## config.mk

```make
export PLATFORM = sky130hd
export DESIGN_NAME = sorted_process_queue
export DESIGN_NICKNAME = d
export VERILOG_FILES = /design/src/hdl/spq_pkg.sv /design/src/hdl/spq_dpath.sv /design/src/hdl/spq_ctrl.sv /design/src/hdl/sorted_process_queue.sv
export SDC_FILE = /design/constraint.sdc
export NUM_CORES = 1
export LEC_CHECK = 0
export BUFFER_PORTS_ARGS = -buffer_cell sky130_fd_sc_hd__clkbuf_2
export CORE_MARGIN = 3
export CORE_UTILIZATION = 61
export DETAILED_ROUTE_END_ITERATION = 12
export GPL_TIMING_DRIVEN = 0
export PLACE_DENSITY = 0.8
export SLEW_MARGIN = 20
export SYNTH_ARGS = -nofsm -noshare
export SYNTH_HDL_FRONTEND = slang
export SYNTH_SLANG_ARGS = --single-unit
```

## constraint.sdc

```tcl
create_clock -name clk -period 8 [get_ports clk]
set_clock_uncertainty 0.15 [all_clocks]
set_input_delay 0.4 -clock clk [delete_from_list [all_inputs] [get_ports clk]]
set_output_delay 0.4 -clock clk [all_outputs]
set_load 0.02 [all_outputs]
```

## src/hdl/spq_pkg.sv

```systemverilog
`timescale 1ns / 1ps
`default_nettype none

package spq_pkg;

    localparam int QUEUE_DEPTH_DEF = 16;

    localparam int ACT_W  = 2;
    localparam int ST_W   = 2;
    localparam int OCC_W  = 5;
    localparam int KEY_W  = 16;

    typedef enum logic [1:0] {
        ACT_SORT   = 2'd0,
        ACT_APPEND = 2'd1,
        ACT_POP    = 2'd2
    } action_t;

    typedef enum logic [1:0] {
        ST_OK    = 2'd0,
        ST_FULL  = 2'd1,
        ST_EMPTY = 2'd2
    } status_t;

    // One queue entry, process id in the low bits.
    typedef struct packed {
        logic [9:0]  mem_handle;
        logic [15:0] time_left;
        logic [7:0]  prio;
        logic [15:0] proc_id;
    } entry_t;

    localparam int ENTRY_W = $bits(entry_t);

    localparam int S_TDATA_W = 56;
    localparam int M_TDATA_W = 64;

    // Result item layout in m_tdata.
    localparam int O_STATUS_LSB = 0;
    localparam int O_ENTRY_LSB  = O_STATUS_LSB + ST_W;
    localparam int O_EMPTY_BIT  = O_ENTRY_LSB + ENTRY_W;
    localparam int O_OCC_LSB    = O_EMPTY_BIT + 1;
    localparam int O_PAD_W      = M_TDATA_W - O_OCC_LSB - OCC_W;

    // Controller to datapath.
    typedef struct packed {
        logic    load;
        logic    rd_next;
        logic    scan_step;
        logic    place;
        logic    append;
        logic    pop;
        logic    finish;
        status_t status;
    } cmd_t;

    // Datapath to controller.
    typedef struct packed {
        logic [ACT_W-1:0] act;
        logic             full;
        logic             empty;
        logic             scan_end;
        logic             out_free;
    } sts_t;

endpackage

`default_nettype wire

```

## src/hdl/spq_dpath.sv

```systemverilog
`timescale 1ns / 1ps
`default_nettype none

module spq_dpath #(
    parameter int QUEUE_DEPTH = spq_pkg::QUEUE_DEPTH_DEF
) (
    input  logic                            clk,
    input  logic                            rst_n,
    input  logic [spq_pkg::S_TDATA_W-1:0]   s_tdata,
    input  logic [spq_pkg::ACT_W-1:0]       s_tuser,
    input  logic                            cfg_valid,
    input  logic                            cfg_data,
    input  logic                            m_tready,
    output logic                            m_tvalid,
    output logic [spq_pkg::M_TDATA_W-1:0]   m_tdata,
    output logic                            m_tuser,
    input  spq_pkg::cmd_t                   cmd,
    output spq_pkg::sts_t                   sts
);

    localparam int IDX_W = $clog2(QUEUE_DEPTH);
    localparam int CNT_W = $clog2(QUEUE_DEPTH + 1);
    localparam int OFF_W = IDX_W + 1;

    // Circular index: base plus offset, wrapped once.
    function automatic logic [IDX_W-1:0] phys(input logic [IDX_W-1:0] base,
                                              input logic [OFF_W-1:0] off);
        logic [OFF_W-1:0] sum;
        sum = OFF_W'(base) + off;
        if (sum >= OFF_W'(QUEUE_DEPTH))
        begin
            sum = sum - OFF_W'(QUEUE_DEPTH);
        end
        return sum[IDX_W-1:0];
    endfunction

    spq_pkg::entry_t mem [QUEUE_DEPTH];

    logic                         key_mode_reg, key_mode_next;
    logic [IDX_W-1:0]             head_reg, head_next;
    logic [CNT_W-1:0]             cnt_reg, cnt_next;
    logic [IDX_W-1:0]             idx_reg, idx_next;
    logic                         found_reg, found_next;
    logic                         m_valid_reg, m_valid_next;
    spq_pkg::entry_t              item_reg;
    logic [spq_pkg::ACT_W-1:0]    act_reg;
    spq_pkg::entry_t              carry_reg;
    spq_pkg::entry_t              rd_data_reg;
    logic [spq_pkg::M_TDATA_W-1:0] m_data_reg;
    logic                         m_user_reg;

    logic [OFF_W-1:0]             rd_off;
    logic [IDX_W-1:0]             rd_addr;
    logic                         wr_en;
    logic [IDX_W-1:0]             wr_addr;
    spq_pkg::entry_t              wr_data;
    logic [spq_pkg::KEY_W-1:0]    item_key;
    logic [spq_pkg::KEY_W-1:0]    held_key;
    logic                         greater;
    logic                         out_free;
    spq_pkg::entry_t              pop_entry;
    logic [spq_pkg::OCC_W-1:0]    occ;

    assign out_free = !m_valid_reg || m_tready;

    assign item_key = key_mode_reg ? spq_pkg::KEY_W'(item_reg.prio) : item_reg.time_left;
    assign held_key = key_mode_reg ? spq_pkg::KEY_W'(rd_data_reg.prio)
                                   : rd_data_reg.time_left;
    assign greater  = held_key > item_key;

    assign rd_off  = cmd.rd_next ? (OFF_W'(idx_reg) + OFF_W'(1)) : OFF_W'(idx_reg);
    assign rd_addr = phys(head_reg, rd_off);

    always_comb
    begin
        wr_en   = 1'b0;
        wr_addr = phys(head_reg, OFF_W'(idx_reg));
        wr_data = item_reg;
        if (cmd.append)
        begin
            wr_en   = 1'b1;
            wr_addr = phys(head_reg, OFF_W'(cnt_reg));
        end
        else if (cmd.place)
        begin
            wr_en   = 1'b1;
            wr_data = found_reg ? carry_reg : item_reg;
        end
        else if (cmd.scan_step)
        begin
            // Once the slot is found, ripple the displaced entries one place back.
            if (found_reg)
            begin
                wr_en   = 1'b1;
                wr_data = carry_reg;
            end
            else if (greater)
            begin
                wr_en = 1'b1;
            end
        end
    end

    always_comb
    begin
        cnt_next = cnt_reg;
        if (cmd.append || cmd.place)
        begin
            cnt_next = cnt_reg + CNT_W'(1);
        end
        else if (cmd.pop)
        begin
            cnt_next = cnt_reg - CNT_W'(1);
        end
    end

    always_comb
    begin
        key_mode_next = cfg_valid ? cfg_data : key_mode_reg;
        head_next     = cmd.pop ? phys(head_reg, OFF_W'(1)) : head_reg;

        idx_next = idx_reg;
        if (cmd.load || cmd.place)
        begin
            idx_next = '0;
        end
        else if (cmd.scan_step)
        begin
            idx_next = idx_reg + IDX_W'(1);
        end

        found_next = found_reg;
        if (cmd.load)
        begin
            found_next = 1'b0;
        end
        else if (cmd.scan_step && greater)
        begin
            found_next = 1'b1;
        end

        m_valid_next = m_valid_reg;
        if (cmd.finish)
        begin
            m_valid_next = 1'b1;
        end
        else if (m_tready)
        begin
            m_valid_next = 1'b0;
        end
    end

    assign pop_entry = cmd.pop ? rd_data_reg : '0;
    assign occ       = spq_pkg::OCC_W'(cnt_next);

    always_ff @(posedge clk or negedge rst_n)
    begin
        if (!rst_n)
        begin
            key_mode_reg <= 1'b1;
            head_reg     <= '0;
            cnt_reg      <= '0;
            idx_reg      <= '0;
            found_reg    <= 1'b0;
            m_valid_reg  <= 1'b0;
        end
        else
        begin
            key_mode_reg <= key_mode_next;
            head_reg     <= head_next;
            cnt_reg      <= cnt_next;
            idx_reg      <= idx_next;
            found_reg    <= found_next;
            m_valid_reg  <= m_valid_next;
        end
    end

    always_ff @(posedge clk)
    begin
        if (cmd.load)
        begin
            item_reg <= spq_pkg::entry_t'(s_tdata[spq_pkg::ENTRY_W-1:0]);
            act_reg  <= s_tuser;
        end
        if (cmd.scan_step && (found_reg || greater))
        begin
            carry_reg <= rd_data_reg;
        end
        if (cmd.finish)
        begin
            m_data_reg <= {{spq_pkg::O_PAD_W{1'b0}}, occ, (cnt_next == '0),
                           pop_entry, cmd.status};
            m_user_reg <= cmd.pop;
        end
    end

    always_ff @(posedge clk)
    begin
        if (wr_en)
        begin
            mem[wr_addr] <= wr_data;
        end
        rd_data_reg <= mem[rd_addr];
    end

    assign m_tvalid = m_valid_reg;
    assign m_tdata  = m_data_reg;
    assign m_tuser  = m_user_reg;

    assign sts.act      = act_reg;
    assign sts.full     = (cnt_reg == CNT_W'(QUEUE_DEPTH));
    assign sts.empty    = (cnt_reg == '0);
    assign sts.scan_end = (CNT_W'(idx_reg) == cnt_reg);
    assign sts.out_free = out_free;

endmodule

`default_nettype wire

```

## src/hdl/spq_ctrl.sv

```systemverilog
`timescale 1ns / 1ps
`default_nettype none

module spq_ctrl (
    input  logic          clk,
    input  logic          rst_n,
    input  logic          s_tvalid,
    output logic          s_tready,
    input  spq_pkg::sts_t sts,
    output spq_pkg::cmd_t cmd
);

    typedef enum logic [2:0] {
        S_IDLE = 3'b001,
        S_EXEC = 3'b010,
        S_SCAN = 3'b100
    } state_t;

    state_t state_reg, state_next;

    assign s_tready = (state_reg == S_IDLE);

    always_comb
    begin
        cmd        = '0;
        cmd.status = spq_pkg::ST_OK;
        state_next = state_reg;
        case (state_reg)
            S_IDLE:
            begin
                if (s_tvalid)
                begin
                    cmd.load   = 1'b1;
                    state_next = S_EXEC;
                end
            end
            S_EXEC:
            begin
                case (sts.act)
                    spq_pkg::ACT_SORT:
                    begin
                        if (!sts.full)
                        begin
                            state_next = S_SCAN;
                        end
                        else if (sts.out_free)
                        begin
                            cmd.finish = 1'b1;
                            cmd.status = spq_pkg::ST_FULL;
                            state_next = S_IDLE;
                        end
                    end
                    spq_pkg::ACT_APPEND:
                    begin
                        if (sts.out_free)
                        begin
                            cmd.finish = 1'b1;
                            if (sts.full)
                            begin
                                cmd.status = spq_pkg::ST_FULL;
                            end
                            else
                            begin
                                cmd.append = 1'b1;
                            end
                            state_next = S_IDLE;
                        end
                    end
                    spq_pkg::ACT_POP:
                    begin
                        if (sts.out_free)
                        begin
                            cmd.finish = 1'b1;
                            if (sts.empty)
                            begin
                                cmd.status = spq_pkg::ST_EMPTY;
                            end
                            else
                            begin
                                cmd.pop = 1'b1;
                            end
                            state_next = S_IDLE;
                        end
                    end
                    default:
                    begin
                        // Unused action: report ok, touch nothing.
                        if (sts.out_free)
                        begin
                            cmd.finish = 1'b1;
                            state_next = S_IDLE;
                        end
                    end
                endcase
            end
            S_SCAN:
            begin
                cmd.rd_next = 1'b1;
                if (!sts.scan_end)
                begin
                    cmd.scan_step = 1'b1;
                end
                else if (sts.out_free)
                begin
                    cmd.place  = 1'b1;
                    cmd.finish = 1'b1;
                    state_next = S_IDLE;
                end
            end
            default:
            begin
                state_next = S_IDLE;
            end
        endcase
    end

    always_ff @(posedge clk or negedge rst_n)
    begin
        if (!rst_n)
        begin
            state_reg <= S_IDLE;
        end
        else
        begin
            state_reg <= state_next;
        end
    end

endmodule

`default_nettype wire

```

## src/hdl/sorted_process_queue.sv

```systemverilog
`timescale 1ns / 1ps
`default_nettype none

// Sorted process queue. Holds up to QUEUE_DEPTH process entries (id, priority,
// remaining time, memory handle) in a circular buffer memory, head first. Each
// input item carries an action in s_tuser: sorted insert places the entry after
// every held entry whose key is less than or equal to its own, counted from the
// head; append puts it at the tail; pop removes and returns the head. The key is
// the priority when key_mode (written through cfg_valid/cfg_data, reset 1) is 1,
// the remaining time when it is 0. Every item gives exactly one result item.
// Append, pop and refused actions load the result register from the execute
// state that follows the accept; a sorted insert goes on from there to walk the
// memory one entry per cycle through its single read port, shifting the entries
// behind the insertion point back by one as it goes, and loads the result
// register when the walk ends. One item is processed at a time; the next item is
// accepted as soon as the previous one has moved into the output register, even
// while that result still waits for m_tready. Configuration is to be written by
// the user only while no item is in flight; the block itself does not enforce it.
module sorted_process_queue #(
    parameter int QUEUE_DEPTH = spq_pkg::QUEUE_DEPTH_DEF
) (
    input  logic                            clk,
    input  logic                            rst_n,

    input  logic                            s_tvalid,
    output logic                            s_tready,
    // proc_id[15:0], prio_in[23:16], time_left_in[39:24], mem_handle_in[49:40]
    input  logic [spq_pkg::S_TDATA_W-1:0]   s_tdata,
    // action[1:0]
    input  logic [spq_pkg::ACT_W-1:0]       s_tuser,

    output logic                            m_tvalid,
    input  logic                            m_tready,
    // status[1:0], proc_id_out[17:2], prio_out[25:18], time_left_out[41:26],
    // mem_handle_out[51:42], queue_empty[52], occupancy[57:53]
    output logic [spq_pkg::M_TDATA_W-1:0]   m_tdata,
    // popped_valid[0]
    output logic                            m_tuser,

    input  logic                            cfg_valid,
    output logic                            cfg_ready,
    // key_mode
    input  logic                            cfg_data
);

    spq_pkg::cmd_t cmd;
    spq_pkg::sts_t sts;

    // The key register is always free to take a write.
    assign cfg_ready = 1'b1;

    // Sequencer: dispatch the action, walk the entries, hold on a full output.
    spq_ctrl u_ctrl (
        .clk      (clk),
        .rst_n    (rst_n),
        .s_tvalid (s_tvalid),
        .s_tready (s_tready),
        .sts      (sts),
        .cmd      (cmd)
    );

    // Entry memory, pointers, compare and the result register.
    spq_dpath #(
        .QUEUE_DEPTH (QUEUE_DEPTH)
    ) u_dpath (
        .clk       (clk),
        .rst_n     (rst_n),
        .s_tdata   (s_tdata),
        .s_tuser   (s_tuser),
        .cfg_valid (cfg_valid),
        .cfg_data  (cfg_data),
        .m_tready  (m_tready),
        .m_tvalid  (m_tvalid),
        .m_tdata   (m_tdata),
        .m_tuser   (m_tuser),
        .cmd       (cmd),
        .sts       (sts)
    );

endmodule

`default_nettype wire

```

==> impl_results.md <==
- Reg2reg path depth: 15
- CP cell instances: clkbuf_1 > clkbuf_1 > nor2b_1 > ha_1 > nand4_1 > or3b_2 > or3_1 > nor2b_1 > o21ai_2 > clkbuf_2 > a21oi_4 > buf_16 > buf_16 > buf_8 > buf_8
- Die W: 259 um
- Number of remaining DRC errors: 0
- Initial core utilization: 61.8%
- IO Count: ~130
- Fin. Hold Viols: 0
- Clk buf depth: 3
- Final setup viols: 0
- Worst VDD drop: 0.000195 V
- H-tree lvl count: 3
- Final Max Slew Viols: 0
- Slowest-stage cell, CP: clkbuf_1
- Fraction of registers with async set/reset: 1.84%
- All-Layer GR Usage: approximately a third
- Area growth, synth to finish: 19.8%
- Fin area: 46800 um2
- Die ar.: 67100 um2
- FP Rows: 92
- Setup repair after global routing missed its margin: false
- Gr ovfl total: 0
- Reg with most FFs: u_dpath.mem
- WHS Path Cells: 3
- Yosys warns: 0
- Least-Margin Pin Slew: between 1 and 1.5 ns
- Most frequent cells after synthesis: edfxtp_1 (961), mux4_2 (250), clkbuf_1 (66)
- Crit start category: flop
- Worst EP required: 8.25 ns
- Clk slew on worst S/H paths: 0.07 ns
- Drt first pass iters: 6
- Library cells used by synthesis: 62
- Sequential area share after synthesis: approximately 78%
- CTS tree: built
- EDFF count, synth: 961
- Share of layout cells above drive strength 1: 34.0%
- First-pass GRT wire length: 157000 um
- R2R setup slack: 2.16 ns
- Post-DP HPWL: 61600 um
- PortBufs: 118
- Data arrival at the endpoint of the critical path: 6.09 ns
- Cells after synthesis: about 1700
- Hold wc startpoint: m_tready
- Met2 wire len: around 54000 um
- Top-area cell type share of the netlist area: 73.9%
- Die Span Y: 259 um
- CTS Buf Count: 98
- Hold Path Sink: u_dpath.m_tvalid
- Met1 wire length: 36500 um
- Fill cell count: 3115
- Largest net degree at the start of global routing: 30
- DR vias/cell: 6.96
- Crit share post-route: 73.0%
- Initial antenna violation count: 2
- CP Capture Type: flop
- Fmax: roughly 0.17 GHz
- Mapped cell area: 39100 um2
- Post-Route WL: between 100000 and 150000 um
- Worst-path fanout max: 14
- Top-count cell post-synth: edfxtp_1
- Final min period: 5.84 ns
- MaxCap Viol Count: 0
- Number of global-route vias before repair: 21600
- Layout Nets: 2154
- Via count: roughly 21000
- WL/cell: 36.7 um
- Slew HR: 22.1%
- Reg-to-Reg End: u_dpath.mem[2][45]
- Synth area leader: edfxtp_1
- Placed cells: 2750
- Power per Cell Area: 317 nW/um2
- Leak pwr: 15.5 nW
- Largest cells by area after synthesis: edfxtp_1 (74%), mux4_2 (14%), dfxtp_1 (2.6%), mux2_2 (1.7%), dfrtp_1 (1.1%)
- Synth Flop Type: edfxtp_1
- Highest metal used: met4
- Post-CTS Setup Bufs: 0
- Clk Latency, worst-skew pair: between 0.6 and 0.7 ns
- Syn avg cell area: 22.9 um2
- Final non-filler cell total: 2995
- CTS root buf: clkbuf_16
- First DRT Iteration DRCs: 3486
- Final GP Congestion: 0.780
- Core Footprint: 63200 um2
- Setup CP Type: reg -> reg
- Clk sinks: between 1000 and 1500
- Worst R2R Start: u_dpath.key_mode_reg
- Final hold slack: between 0.06 and 0.07 ns
- Crit-path max cell delay: 0.69 ns
- Hold crit path type: in -> reg
- Max reg flops: 800
- Status: completed
- Antenna Nets Post-Route: 0
- Post-DP Area: about 43000 um2
- WL met3: 13600 um
- Seq cells post-synth: about 1000
worst max-delay path: cells and delay by family (launching register included):
family / cells / cell delay, ns
flip-flops: 1 / 0.53
buffers and inverters: 7 / 2.34
AO/OA/AOI/OAI: 2 / 0.65
AND/OR/NAND/NOR: 5 / 1.47
adder cells (fa/ha/maj): 1 / 0.37
cell families (layout without fill, tap and decap cells):
logic type	count (synthesis)	after routing	synth area share, %
buf+inv	96	528	1.05
mux	321	321	16.5
simple gates	148	148	2.31
fa+ha+maj	29	29	0.967
flops	1030	1030	77.7
xor+xnor	23	23	0.564
compound gates	60	60	0.964
other cells	2	10	0.0192
layout make-up:
class                   count  area [um2]  share of cell area (%)
clock inverters            65         776                    1.66
diodes                      3        7.51                  0.0160
flip-flops and latches   1030       30300                    64.8
plain buffers              87         398                   0.850
well taps                 846        1060                    2.26
repair buffers            247        3000                    6.41
inverters                   9        33.8                  0.0722
multi-input cells         588        8560                    18.3
clock buffers             120        2630                    5.62
repair_timing:
action / 4_1_cts / 5_1_grt
endpoints found under the hold margin: 73 / 0
gates resized for setup: 0 / 0
hold buffers: 56 / 0
through the flow:
stage                     utilization, %  total power [W]  TNS [ns]  setup WS [ns]
after floorplan                        -          0.00870         0           1.84
after global placement              64.4          0.00952  -1086.15          -1.68
after detailed placement            67.7          0.00972         0           2.13
after CTS                           74.0           0.0148         0           1.87
after global routing                74.0           0.0152         0           2.12
final                               74.1           0.0148         0           2.16
layout by cell type (no fill, tap or decap), types with 11 or more instances in the layout:
| cell | n |
|---|---|
| o21ai_0 | 11 |
| nand3_1 | 11 |
| clkbuf_2 | 137 |
| mux4_2 | 250 |
| nand2b_1 | 13 |
| bufinv_16 | 16 |
| dfxtp_1 | 50 |
| buf_2 | 11 |
| clkbuf_1 | 64 |
| a21oi_4 | 17 |
| dfrtp_1 | 17 |
| clkbuf_16 | 101 |
| edfxtp_1 | 961 |
| mux2_2 | 58 |
| clkinv_2 | 23 |
| clkinv_1 | 13 |
| and2_1 | 50 |
| buf_8 | 11 |
| nor2b_1 | 13 |
| xnor2_1 | 15 |
| buf_16 | 60 |
| nand2_1 | 17 |
| ha_1 | 27 |
| dlygate4sd3_1 | 56 |
per-layer routing:
| metal | GRT usage [%] | up-vias |
|---|---|---|
| met5 | 0 | - |
| met4 | 16.8 | 0 |
| met3 | 8.57 | 387 |
| met2 | 53.7 | 1955 |
| met1 | 43.7 | 10700 |
| li1 | - | 7826 |
worst max path at each step:
stage | cells after the start | startpoint | end
6_report | 15 | u_dpath.key_mode_reg | u_dpath.mem[2][45]
4_1_cts | 15 | u_dpath.key_mode_reg | u_dpath.mem[2][46]
3_3_place_gp | 13 | u_dpath.cnt_reg[0] | u_dpath.mem[8][41]
5_1_grt | 15 | u_dpath.key_mode_reg | u_dpath.mem[2][45]
2_1_floorplan | 10 | u_ctrl.state_reg[1] | u_dpath.mem[9][0]
3_5_place_dp | 15 | u_dpath.key_mode_reg | u_dpath.mem[2][41]
power by group:
part | internal [W] | switching, W
clock | 0.00287 | 0.00208
combinational | 0.00158 | 0.00182
sequential | 0.00625 | 0.000223
total | 0.0107 | 0.00413
Power figures use the tool's default switching activity.
